File: src/sv/bor_pkg.sv
package bor_pkg;

    // Built depth of the record store
    localparam int DEPTH_DEF = 16;

    // Field widths fixed by the interface
    localparam int KEY_W    = 32;
    localparam int VAL_W    = 32;
    localparam int ACT_W    = 4;
    localparam int POS_W    = 8;
    localparam int STAT_W   = 3;
    localparam int CNT_OUT_W = 5;
    localparam int MAX_W    = 5;

    // Capacity register after reset
    localparam logic [MAX_W-1:0] MAX_RESET = 5'd16;

    // Action codes
    localparam logic [ACT_W-1:0] ACT_CLEAR     = 4'd0;
    localparam logic [ACT_W-1:0] ACT_INS_FRONT = 4'd1;
    localparam logic [ACT_W-1:0] ACT_INS_BACK  = 4'd2;
    localparam logic [ACT_W-1:0] ACT_INS_AT    = 4'd3;
    localparam logic [ACT_W-1:0] ACT_RM_FRONT  = 4'd4;
    localparam logic [ACT_W-1:0] ACT_RM_BACK   = 4'd5;
    localparam logic [ACT_W-1:0] ACT_RM_AT     = 4'd6;
    localparam logic [ACT_W-1:0] ACT_RM_KEY    = 4'd7;
    localparam logic [ACT_W-1:0] ACT_FIND      = 4'd8;
    localparam logic [ACT_W-1:0] ACT_READ_AT   = 4'd9;
    localparam logic [ACT_W-1:0] ACT_COUNT     = 4'd10;
    localparam logic [ACT_W-1:0] ACT_REVERSE   = 4'd11;

    // Status codes
    localparam logic [STAT_W-1:0] ST_OK       = 3'd0;
    localparam logic [STAT_W-1:0] ST_FULL     = 3'd1;
    localparam logic [STAT_W-1:0] ST_EMPTY    = 3'd2;
    localparam logic [STAT_W-1:0] ST_BADPOS   = 3'd3;
    localparam logic [STAT_W-1:0] ST_NOTFOUND = 3'd4;

endpackage

File: src/sv/bounded_ordered_record_list_top.sv
// Ordered list of up to DEPTH key/value records held in one synchronous RAM
// (one write and one read per cycle, registered read data). One item is
// worked at a time and gives one result. Insert moves the records from the
// insert point on one place back; remove moves the later records one place
// forward; find, count value and remove by key scan the list, and remove by
// key then closes the gap; reverse swaps pairs from the two ends inward;
// read at reads one record. Clear, unknown and refused actions go straight
// to loading the result. Each shift or scan moves one record per cycle
// through the single RAM read port. A new item is taken while the last
// result still waits in the output register. No clearing pass after reset.
module bounded_ordered_record_list_top #(
    parameter int DEPTH = bor_pkg::DEPTH_DEF
) (
    input  logic                           clk,
    input  logic                           rst_n,
    input  logic                           cfg_we,
    input  logic [bor_pkg::MAX_W-1:0]      cfg_wdata,
    input  logic                           in_valid,
    output logic                           in_ready,
    input  logic [bor_pkg::ACT_W-1:0]      action,
    input  logic signed [bor_pkg::KEY_W-1:0] entry_key,
    input  logic [bor_pkg::VAL_W-1:0]      entry_value,
    input  logic [bor_pkg::POS_W-1:0]      position,
    output logic                           out_valid,
    input  logic                           out_ready,
    output logic [bor_pkg::STAT_W-1:0]     status,
    output logic signed [bor_pkg::KEY_W-1:0] found_key,
    output logic [bor_pkg::VAL_W-1:0]      found_value,
    output logic [bor_pkg::CNT_OUT_W-1:0]  match_count,
    output logic [bor_pkg::CNT_OUT_W-1:0]  size_now,
    output logic                           list_empty,
    output logic                           list_full
);

    localparam int AW = (DEPTH > 1) ? $clog2(DEPTH) : 1;
    localparam int CW = $clog2(DEPTH + 1);
    localparam int RW = bor_pkg::KEY_W + bor_pkg::VAL_W;

    typedef logic [CW-1:0] cnt_t;
    typedef logic [RW-1:0] rec_t;

    typedef enum logic [3:0] {
        S_IDLE, S_SHIFT_UP, S_SHIFT_DN, S_SCAN, S_READ, S_READ_WAIT,
        S_REV_A, S_REV_B, S_REV_C, S_REV_D, S_DONE
    } state_t;

    state_t state_reg, state_next;
    cnt_t   cnt_reg, cnt_next;
    logic [bor_pkg::MAX_W-1:0] max_reg;
    logic [bor_pkg::ACT_W-1:0] act_reg, act_next;
    logic [bor_pkg::KEY_W-1:0] key_reg, key_next;
    logic [bor_pkg::VAL_W-1:0] val_reg, val_next;
    cnt_t   ins_reg, ins_next;
    cnt_t   idx_reg, idx_next;
    cnt_t   hi_reg, hi_next;
    logic   pend_reg, pend_next;
    cnt_t   pidx_reg, pidx_next;
    rec_t   tmp_reg, tmp_next;
    logic [bor_pkg::STAT_W-1:0] res_status_reg, res_status_next;
    logic [bor_pkg::KEY_W-1:0]  res_key_reg, res_key_next;
    logic [bor_pkg::VAL_W-1:0]  res_val_reg, res_val_next;
    cnt_t   res_cnt_reg, res_cnt_next;

    logic                         out_valid_reg, out_valid_next;
    logic [bor_pkg::STAT_W-1:0]   status_reg, status_next;
    logic [bor_pkg::KEY_W-1:0]    fkey_reg, fkey_next;
    logic [bor_pkg::VAL_W-1:0]    fval_reg, fval_next;
    logic [bor_pkg::CNT_OUT_W-1:0] mcnt_reg, mcnt_next;
    logic [bor_pkg::CNT_OUT_W-1:0] size_reg, size_next;
    logic                         empty_reg, empty_next;
    logic                         full_reg, full_next;

    // Record store
    rec_t            mem [DEPTH];
    rec_t            rd_data_reg;
    logic            mem_re, mem_we;
    logic [AW-1:0]   rd_addr, wr_addr;
    rec_t            wr_data;

    // Clamp the capacity to 1..DEPTH
    cnt_t cap;
    logic [8:0] cnt9, pos9;
    logic is_full, is_empty;

    always_comb
    begin
        if (max_reg == '0)
            cap = cnt_t'(1);
        else if (9'(max_reg) > 9'(DEPTH))
            cap = cnt_t'(DEPTH);
        else
            cap = cnt_t'(max_reg);
    end

    assign cnt9     = 9'(cnt_reg);
    assign pos9     = 9'(position);
    assign is_full  = (cnt_reg >= cap);
    assign is_empty = (cnt_reg == '0);
    assign in_ready = (state_reg == S_IDLE);

    // Hold the capacity register
    always_ff @(posedge clk or negedge rst_n)
    begin
        if (!rst_n)
            max_reg <= bor_pkg::MAX_RESET;
        else if (cfg_we)
            max_reg <= cfg_wdata;
    end

    // Write and read the store
    always_ff @(posedge clk)
    begin
        if (mem_we)
            mem[wr_addr] <= wr_data;
        if (mem_re)
            rd_data_reg <= mem[rd_addr];
    end

    // Sequence each item through the store
    always_comb
    begin
        state_next      = state_reg;
        cnt_next        = cnt_reg;
        act_next        = act_reg;
        key_next        = key_reg;
        val_next        = val_reg;
        ins_next        = ins_reg;
        idx_next        = idx_reg;
        hi_next         = hi_reg;
        pend_next       = pend_reg;
        pidx_next       = pidx_reg;
        tmp_next        = tmp_reg;
        res_status_next = res_status_reg;
        res_key_next    = res_key_reg;
        res_val_next    = res_val_reg;
        res_cnt_next    = res_cnt_reg;
        out_valid_next  = out_valid_reg;
        status_next     = status_reg;
        fkey_next       = fkey_reg;
        fval_next       = fval_reg;
        mcnt_next       = mcnt_reg;
        size_next       = size_reg;
        empty_next      = empty_reg;
        full_next       = full_reg;
        mem_re          = 1'b0;
        mem_we          = 1'b0;
        rd_addr         = '0;
        wr_addr         = '0;
        wr_data         = '0;

        // Drop the result once transferred
        if (out_valid_reg && out_ready)
            out_valid_next = 1'b0;

        unique case (state_reg)
            S_IDLE:
            begin
                if (in_valid)
                begin
                    act_next        = action;
                    key_next        = entry_key;
                    val_next        = entry_value;
                    res_status_next = bor_pkg::ST_OK;
                    res_key_next    = '0;
                    res_val_next    = '0;
                    res_cnt_next    = '0;
                    pend_next       = 1'b0;
                    state_next      = S_DONE;
                    unique case (action) inside
                        bor_pkg::ACT_CLEAR:
                            cnt_next = '0;
                        bor_pkg::ACT_INS_FRONT, bor_pkg::ACT_INS_BACK:
                        begin
                            if (is_full)
                                res_status_next = bor_pkg::ST_FULL;
                            else
                            begin
                                ins_next   = (action == bor_pkg::ACT_INS_FRONT) ? '0 : cnt_reg;
                                idx_next   = cnt_reg;
                                state_next = S_SHIFT_UP;
                            end
                        end
                        bor_pkg::ACT_INS_AT:
                        begin
                            if (pos9 == 9'd0 || pos9 > cnt9 + 9'd1)
                                res_status_next = bor_pkg::ST_BADPOS;
                            else if (is_full)
                                res_status_next = bor_pkg::ST_FULL;
                            else
                            begin
                                ins_next   = cnt_t'(pos9 - 9'd1);
                                idx_next   = cnt_reg;
                                state_next = S_SHIFT_UP;
                            end
                        end
                        bor_pkg::ACT_RM_FRONT, bor_pkg::ACT_RM_BACK:
                        begin
                            if (is_empty)
                                res_status_next = bor_pkg::ST_EMPTY;
                            else
                            begin
                                idx_next   = (action == bor_pkg::ACT_RM_FRONT) ? '0
                                                                              : cnt_reg - 1'b1;
                                state_next = S_SHIFT_DN;
                            end
                        end
                        bor_pkg::ACT_RM_AT, bor_pkg::ACT_READ_AT:
                        begin
                            if (is_empty)
                                res_status_next = bor_pkg::ST_EMPTY;
                            else if (pos9 == 9'd0 || pos9 > cnt9)
                                res_status_next = bor_pkg::ST_BADPOS;
                            else
                            begin
                                idx_next   = cnt_t'(pos9 - 9'd1);
                                state_next = (action == bor_pkg::ACT_RM_AT) ? S_SHIFT_DN
                                                                           : S_READ;
                            end
                        end
                        bor_pkg::ACT_RM_KEY, bor_pkg::ACT_FIND:
                        begin
                            if (is_empty)
                                res_status_next = bor_pkg::ST_EMPTY;
                            else
                            begin
                                res_status_next = bor_pkg::ST_NOTFOUND;
                                idx_next        = '0;
                                state_next      = S_SCAN;
                            end
                        end
                        bor_pkg::ACT_COUNT:
                        begin
                            idx_next   = '0;
                            state_next = S_SCAN;
                        end
                        bor_pkg::ACT_REVERSE:
                        begin
                            if (cnt9 > 9'd1)
                            begin
                                idx_next   = '0;
                                hi_next    = cnt_reg - 1'b1;
                                state_next = S_REV_A;
                            end
                        end
                        default:
                            state_next = S_DONE;
                    endcase
                end
            end

            // Move records one place towards the back, then drop in the new one
            S_SHIFT_UP:
            begin
                if (pend_reg)
                begin
                    mem_we  = 1'b1;
                    wr_addr = AW'(pidx_reg + 1'b1);
                    wr_data = rd_data_reg;
                end
                if (idx_reg > ins_reg)
                begin
                    mem_re    = 1'b1;
                    rd_addr   = AW'(idx_reg - 1'b1);
                    pend_next = 1'b1;
                    pidx_next = idx_reg - 1'b1;
                    idx_next  = idx_reg - 1'b1;
                end
                else if (!pend_reg)
                begin
                    mem_we     = 1'b1;
                    wr_addr    = AW'(ins_reg);
                    wr_data    = {key_reg, val_reg};
                    cnt_next   = cnt_reg + 1'b1;
                    state_next = S_DONE;
                end
                else
                    pend_next = 1'b0;
            end

            // Close the gap by moving later records one place forward
            S_SHIFT_DN:
            begin
                if (pend_reg)
                begin
                    mem_we  = 1'b1;
                    wr_addr = AW'(pidx_reg - 1'b1);
                    wr_data = rd_data_reg;
                end
                if (9'(idx_reg) + 9'd1 < cnt9)
                begin
                    mem_re    = 1'b1;
                    rd_addr   = AW'(idx_reg + 1'b1);
                    pend_next = 1'b1;
                    pidx_next = idx_reg + 1'b1;
                    idx_next  = idx_reg + 1'b1;
                end
                else if (!pend_reg)
                begin
                    cnt_next   = cnt_reg - 1'b1;
                    state_next = S_DONE;
                end
                else
                    pend_next = 1'b0;
            end

            // Stream records past the key and value compare
            S_SCAN:
            begin
                if (idx_reg < cnt_reg)
                begin
                    mem_re    = 1'b1;
                    rd_addr   = AW'(idx_reg);
                    pend_next = 1'b1;
                    pidx_next = idx_reg;
                    idx_next  = idx_reg + 1'b1;
                end
                else
                begin
                    pend_next = 1'b0;
                    if (!pend_reg)
                        state_next = S_DONE;
                end
                if (pend_reg)
                begin
                    case (act_reg)
                        bor_pkg::ACT_FIND:
                        begin
                            if (rd_data_reg[RW-1:bor_pkg::VAL_W] == key_reg)
                            begin
                                res_status_next = bor_pkg::ST_OK;
                                res_key_next    = rd_data_reg[RW-1:bor_pkg::VAL_W];
                                res_val_next    = rd_data_reg[bor_pkg::VAL_W-1:0];
                            end
                        end
                        bor_pkg::ACT_RM_KEY:
                        begin
                            if (rd_data_reg[RW-1:bor_pkg::VAL_W] == key_reg)
                            begin
                                res_status_next = bor_pkg::ST_OK;
                                mem_re          = 1'b0;
                                pend_next       = 1'b0;
                                idx_next        = pidx_reg;
                                state_next      = S_SHIFT_DN;
                            end
                        end
                        default:
                        begin
                            if (rd_data_reg[bor_pkg::VAL_W-1:0] == val_reg)
                                res_cnt_next = res_cnt_reg + 1'b1;
                        end
                    endcase
                end
            end

            S_READ:
            begin
                mem_re     = 1'b1;
                rd_addr    = AW'(idx_reg);
                state_next = S_READ_WAIT;
            end

            S_READ_WAIT:
            begin
                res_key_next = rd_data_reg[RW-1:bor_pkg::VAL_W];
                res_val_next = rd_data_reg[bor_pkg::VAL_W-1:0];
                state_next   = S_DONE;
            end

            // Swap one pair from the two ends inward
            S_REV_A:
            begin
                mem_re     = 1'b1;
                rd_addr    = AW'(idx_reg);
                state_next = S_REV_B;
            end

            S_REV_B:
            begin
                mem_re     = 1'b1;
                rd_addr    = AW'(hi_reg);
                tmp_next   = rd_data_reg;
                state_next = S_REV_C;
            end

            S_REV_C:
            begin
                mem_we     = 1'b1;
                wr_addr    = AW'(idx_reg);
                wr_data    = rd_data_reg;
                state_next = S_REV_D;
            end

            S_REV_D:
            begin
                mem_we   = 1'b1;
                wr_addr  = AW'(hi_reg);
                wr_data  = tmp_reg;
                idx_next = idx_reg + 1'b1;
                hi_next  = hi_reg - 1'b1;
                if (9'(idx_reg) + 9'd2 < 9'(hi_reg))
                    state_next = S_REV_A;
                else
                    state_next = S_DONE;
            end

            // Load the result once the output register is free
            S_DONE:
            begin
                if (!out_valid_reg || out_ready)
                begin
                    out_valid_next = 1'b1;
                    status_next    = res_status_reg;
                    fkey_next      = res_key_reg;
                    fval_next      = res_val_reg;
                    mcnt_next      = bor_pkg::CNT_OUT_W'(res_cnt_reg);
                    size_next      = bor_pkg::CNT_OUT_W'(cnt_reg);
                    empty_next     = is_empty;
                    full_next      = is_full;
                    state_next     = S_IDLE;
                end
            end

            default:
                state_next = S_IDLE;
        endcase
    end

    // Hold state and registered outputs
    always_ff @(posedge clk or negedge rst_n)
    begin
        if (!rst_n)
        begin
            state_reg      <= S_IDLE;
            cnt_reg        <= '0;
            pend_reg       <= 1'b0;
            out_valid_reg  <= 1'b0;
            act_reg        <= '0;
            key_reg        <= '0;
            val_reg        <= '0;
            ins_reg        <= '0;
            idx_reg        <= '0;
            hi_reg         <= '0;
            pidx_reg       <= '0;
            tmp_reg        <= '0;
            res_status_reg <= bor_pkg::ST_OK;
            res_key_reg    <= '0;
            res_val_reg    <= '0;
            res_cnt_reg    <= '0;
            status_reg     <= bor_pkg::ST_OK;
            fkey_reg       <= '0;
            fval_reg       <= '0;
            mcnt_reg       <= '0;
            size_reg       <= '0;
            empty_reg      <= 1'b0;
            full_reg       <= 1'b0;
        end
        else
        begin
            state_reg      <= state_next;
            cnt_reg        <= cnt_next;
            pend_reg       <= pend_next;
            out_valid_reg  <= out_valid_next;
            act_reg        <= act_next;
            key_reg        <= key_next;
            val_reg        <= val_next;
            ins_reg        <= ins_next;
            idx_reg        <= idx_next;
            hi_reg         <= hi_next;
            pidx_reg       <= pidx_next;
            tmp_reg        <= tmp_next;
            res_status_reg <= res_status_next;
            res_key_reg    <= res_key_next;
            res_val_reg    <= res_val_next;
            res_cnt_reg    <= res_cnt_next;
            status_reg     <= status_next;
            fkey_reg       <= fkey_next;
            fval_reg       <= fval_next;
            mcnt_reg       <= mcnt_next;
            size_reg       <= size_next;
            empty_reg      <= empty_next;
            full_reg       <= full_next;
        end
    end

    assign out_valid   = out_valid_reg;
    assign status      = status_reg;
    assign found_key   = fkey_reg;
    assign found_value = fval_reg;
    assign match_count = mcnt_reg;
    assign size_now    = size_reg;
    assign list_empty  = empty_reg;
    assign list_full   = full_reg;

    // Count never passes the built depth
    a_cnt_bound: assert property (@(posedge clk) disable iff (!rst_n)
        9'(cnt_reg) <= 9'(DEPTH))
        else $error("record count beyond depth");

    // Read and write never meet on one entry in the same cycle
    a_no_rw_clash: assert property (@(posedge clk) disable iff (!rst_n)
        (mem_we && mem_re) |-> (wr_addr != rd_addr))
        else $error("read and write to one entry");

    // Clear empties the list
    a_clear: assert property (@(posedge clk) disable iff (!rst_n)
        (in_valid && in_ready && action == bor_pkg::ACT_CLEAR) |=> (cnt_reg == '0))
        else $error("clear left records");

    // A result is loaded only from the finishing state
    a_load: assert property (@(posedge clk) disable iff (!rst_n)
        $rose(out_valid_reg) |-> ($past(state_reg) == S_DONE))
        else $error("result loaded outside finish");

endmodule
File: config.mk
export PLATFORM = sky130hd
export DESIGN_NAME = bounded_ordered_record_list_top
export DESIGN_NICKNAME = d
export VERILOG_FILES = /design/src/sv/bor_pkg.sv /design/src/sv/bounded_ordered_record_list_top.sv
export SDC_FILE = /design/constraint.sdc
export NUM_CORES = 2
export LEC_CHECK = 0
export ABC_AREA = 1
export BUFFER_PORTS_ARGS = -buffer_cell sky130_fd_sc_hd__buf_2
export CORE_MARGIN = 2
export CORE_UTILIZATION = 36
export DETAILED_ROUTE_END_ITERATION = 6
export PLACE_DENSITY = 0.5
export SYNTH_ARGS = -nofsm -noshare
export SYNTH_HDL_FRONTEND = slang
export SYNTH_SLANG_ARGS = --single-unit
File: constraint.sdc
create_clock -name clk -period 6.2 [get_ports clk]
set_clock_uncertainty 0.15 [all_clocks]
set_input_delay 1.24 -clock clk [delete_from_list [all_inputs] [get_ports clk]]
set_output_delay 1.24 -clock clk [all_outputs]
set_load 0.03 [all_outputs]
==> flow_summary_export.csv <==
group,metric,value,unit
grt,grt_first_pass_wirelength,297000,um
placed_design,dp_hpwl,110000,um
power,irDropWorstVdd,530,uV
synth,syn_area,63300,um2
job,maxCapViolCount,0,
routing,via_per_inst,5.20,
routing,num_vias,44900,
grt,grt_pass1_vias,42500,
timing,finalHoldViolations,0,
floorplanning,start_util,0.363,
worst_setup_path,crit_slowest_cell,"dfrtp_1",
layout,largest_reg_flops,1024,
worst_setup_path,r2r-start,"cnt_reg[2]$_DFFE_PN0P_",
timing,slew-limit-headroom,0.0945,
worst_setup_path,crit_path_max_fanout,77,
layout,final_cell_area,71700,um2
status,status,"finished clean",
cts,insertion_delay,0.80,ns
power,pwr_density_cell,546,nW/um2
synth,synth.ff_latch_count,1407,
timing,slew_viol_final,0,
layout,drive_gt1_frac,0.0847,
worst_setup_path,cp-end-kind,"flip-flop",
cts,cts_made_buffers,152,
worst_setup_path,crit_type,"reg -> reg",
cts,root_buffer,"clkbuf_16",
worst_hold_path,min_path_type,"in -> async",
timing,period_minus_slack,4.93,ns
routing,drc,0,
worst_setup_path,reg2reg_depth,20,
grt,antenna_found_initial,4,
routing,avgRoutedWirePerCell,23.5,um
routing,routed_wl,203000,um
cts,clkTransAtPathRegs,0.06,ns
routing,ant_nets,0,
floorplanning,die_x,423,um
placed_design,port_buffers,166,
cts,htree_levels,4,
worst_setup_path,cp_cell_sequence,"clkinv_1 -> ha_1 -> nand2_1 -> inv_1 -> o21ai_0 -> nand3_2 -> inv_1 -> ha_1 -> nand2_1 -> nand2_1 -> nor2_1 -> nand2_1 -> inv_8 -> nand2_8 -> buf_12 -> nand2_1 -> nand3_1 -> nand3_1 -> nand3_1 -> nand2_1",
layout,nets,6320,
timing,finalSetupViolations,0,
synth,avgSynthCellArea,10.3,um2
grt,track_usage,0.223,
timing,finalCritPeriodShare,0.794,
worst_setup_path,required,6.59,ns
placed_design,dp_cells,8356,
worst_setup_path,critical-path-top-delay-family,"simple AND/OR/NAND/NOR gates",
timing,setup_tns,0,ns
worst_setup_path,startpoint_type,"flip-flop",
routing,drt_pass1_iterations,6,
synth,async_flop_share,0.227,
worst_setup_path,cp.depth,20,
floorplanning,row_count,153,
worst_setup_path,rr_endpoint,"rd_data_reg[3]$_DFFE_PP_",
cts,cts_buffer_depth,3,
cts,cts.repair.resized,0,
floorplanning,die_area,179000,um2
grt,grt-ovfl-total,0,
grt,grt_start_max_net_pins,153,
placed_design,placedInstanceArea,66800,um2
timing,tightest_slew,1.35,ns
cts,cts_setup_buffers,0,
placed_design,gp_congestion,0.889,
synth,ys_seq_area_frac,0.643,
power,leakage,29.0,nW
synth,yosys_most_used_dff,"edfxtp_1",
synth,synth_fp_nets,6274,
layout,layout.cells.non_filler,8637,
synth,synth_edf_count,1088,
synth,netlist_instances,6140,
floorplanning,io_pins,167,
layout,syn_to_final_growth,13.3,%
floorplanning,fp.dieH,423,um
cts,postCtsHoldBufs,0,
routing,drtIter0Drc,4324,
worst_setup_path,cp_num_buf_inv,5,
synth,synth_warnings,0,
worst_setup_path,r2r_slack,1.27,ns
worst_setup_path,crit_path_end,"rd_data_reg[3]$_DFFE_PP_",
worst_setup_path,cp-startpoint,"cnt_reg[2]$_DFFE_PN0P_",
timing,rsz0062_at_grt,"no",
synth,synth_cell_type_count,47,
worst_setup_path,cpMostUsedCell,"nand2_1",
cts,clock_sinks,1407,
floorplanning,core_area,174000,um2
worst_setup_path,worstPathArrival,5.31,ns
timing,fmax,0.203,GHz
worst_setup_path,max_stage_delay,0.54,ns
cts,cts_tree,"yes",
## synthesized netlist by cell type, types with 9 or more instances
| cell type | count | area share |
|---|---|---|
| xor2_1 | 26 | 0.0036 |
| nand3_1 | 1143 | 0.090 |
| o21ai_0 | 283 | 0.022 |
| dfrtp_1 | 318 | 0.13 |
| xnor2_1 | 20 | 0.0028 |
| nand4_1 | 24 | 0.0024 |
| a21oi_1 | 25 | 0.0020 |
| nand2_1 | 1341 | 0.080 |
| edfxtp_1 | 1088 | 0.52 |
| buf_1 | 26 | 0.0015 |
| nor2_1 | 120 | 0.0071 |
| inv_1 | 776 | 0.046 |
| inv_2 | 9 | 0.00053 |
| o211ai_1 | 70 | 0.0083 |
| nand3b_1 | 386 | 0.046 |
| o22ai_1 | 31 | 0.0031 |
| o21ai_1 | 9 | 0.00071 |
| clkbuf_1 | 115 | 0.0068 |
| buf_2 | 215 | 0.017 |
| ha_1 | 48 | 0.0095 |
## where the power goes
part           switching (W)  total (W)  leakage, nW  internal, W
logic                 0.0110     0.0151         12.3      0.00408
clock network        0.00380    0.00903         2.42      0.00523
registers            0.00129     0.0151         14.3       0.0138
## metal layers
metal  GRT usage  vias up  wire, um
li1            -    20900         -
met1       0.312    22200     89700
met3      0.0325      281     12600
met4      0.0747        0      6110
met5           0        -         0
met2       0.356     1499     94300
## layout by cell type, fill, tap and decap left out, types with 5 or more instances in the layout
cell type and n:
clkbuf_8 23, clkinv_1 23, inv_1 773, o211ai_1 70, edfxtp_1 1088, a211oi_1 7
nor2_4 23, clkbuf_1 38, xnor2_1 20, o22ai_1 31, nor3_1 8, o21ai_0 282
xor2_1 26, nor2_1 99, ha_1 48, a21oi_1 25, nand3_1 1143, o21ai_1 8
clkinv_2 22, buf_12 42, clkbuf_16 161, buf_2 165, dfrtp_1 318, nand3b_1 386
buf_4 53, bufinv_16 5, inv_2 7, nand4_1 24, nand2_1 1341
## cell type report
cell class	count	area (um2)
Fill cell	16700	102000
Sequential cell	1407	40700
Multi-Input combinational cell	3573	18100
Clock buffer	222	4490
Inverter	791	2990
Tap cell	2325	2910
Timing Repair Buffer	261	2080
Clock inverter	54	437
Antenna cell	4	10.0
## per-stage QoR
step                worst slack (ns)  total power (W)  hold WS, ns   util
finish                          1.27           0.0392        0.272  0.412
CTS                             1.36           0.0394        0.292  0.412
global placement                1.42           0.0302        0.311  0.383
floorplan                       1.22           0.0245        0.303      -
detailed placement              1.42           0.0303        0.307  0.383
global route                   0.953           0.0414        0.297  0.412
## worst min path at each step
stage                                            from                          end  slack [ns]  cells past startpoint
final                                           rst_n       max_reg[1]$_DFFE_PN0P_        0.27                      1
after global routing                            rst_n   found_value[4]$_DFFE_PN0P_        0.30                      1
after CTS                                       rst_n  found_value[10]$_DFFE_PN0P_        0.29                      1
after detailed placement   match_count[1]$_DFFE_PN0P_   match_count[1]$_DFFE_PN0P_        0.31                      2
after global placement    found_value[31]$_DFFE_PN0P_  found_value[31]$_DFFE_PN0P_        0.31                      2
after floorplan                tmp_reg[0]$_DFFE_PN0P_       tmp_reg[0]$_DFFE_PN0P_        0.30                      2
## kinds of logic after synthesis
logic type               count (synthesis)  synth area share
XOR/XNOR                                46           0.00637
adder cells (fa/ha/maj)                 48           0.00949
multiplexers                             3          0.000534
flip-flops                            1407             0.643
AND/OR/NAND/NOR                       3039             0.228
AO/OA/AOI/OAI                          437            0.0389
buffers and inverters                 1160            0.0740
No activity file was read; power rests on OpenSTA's default activity.
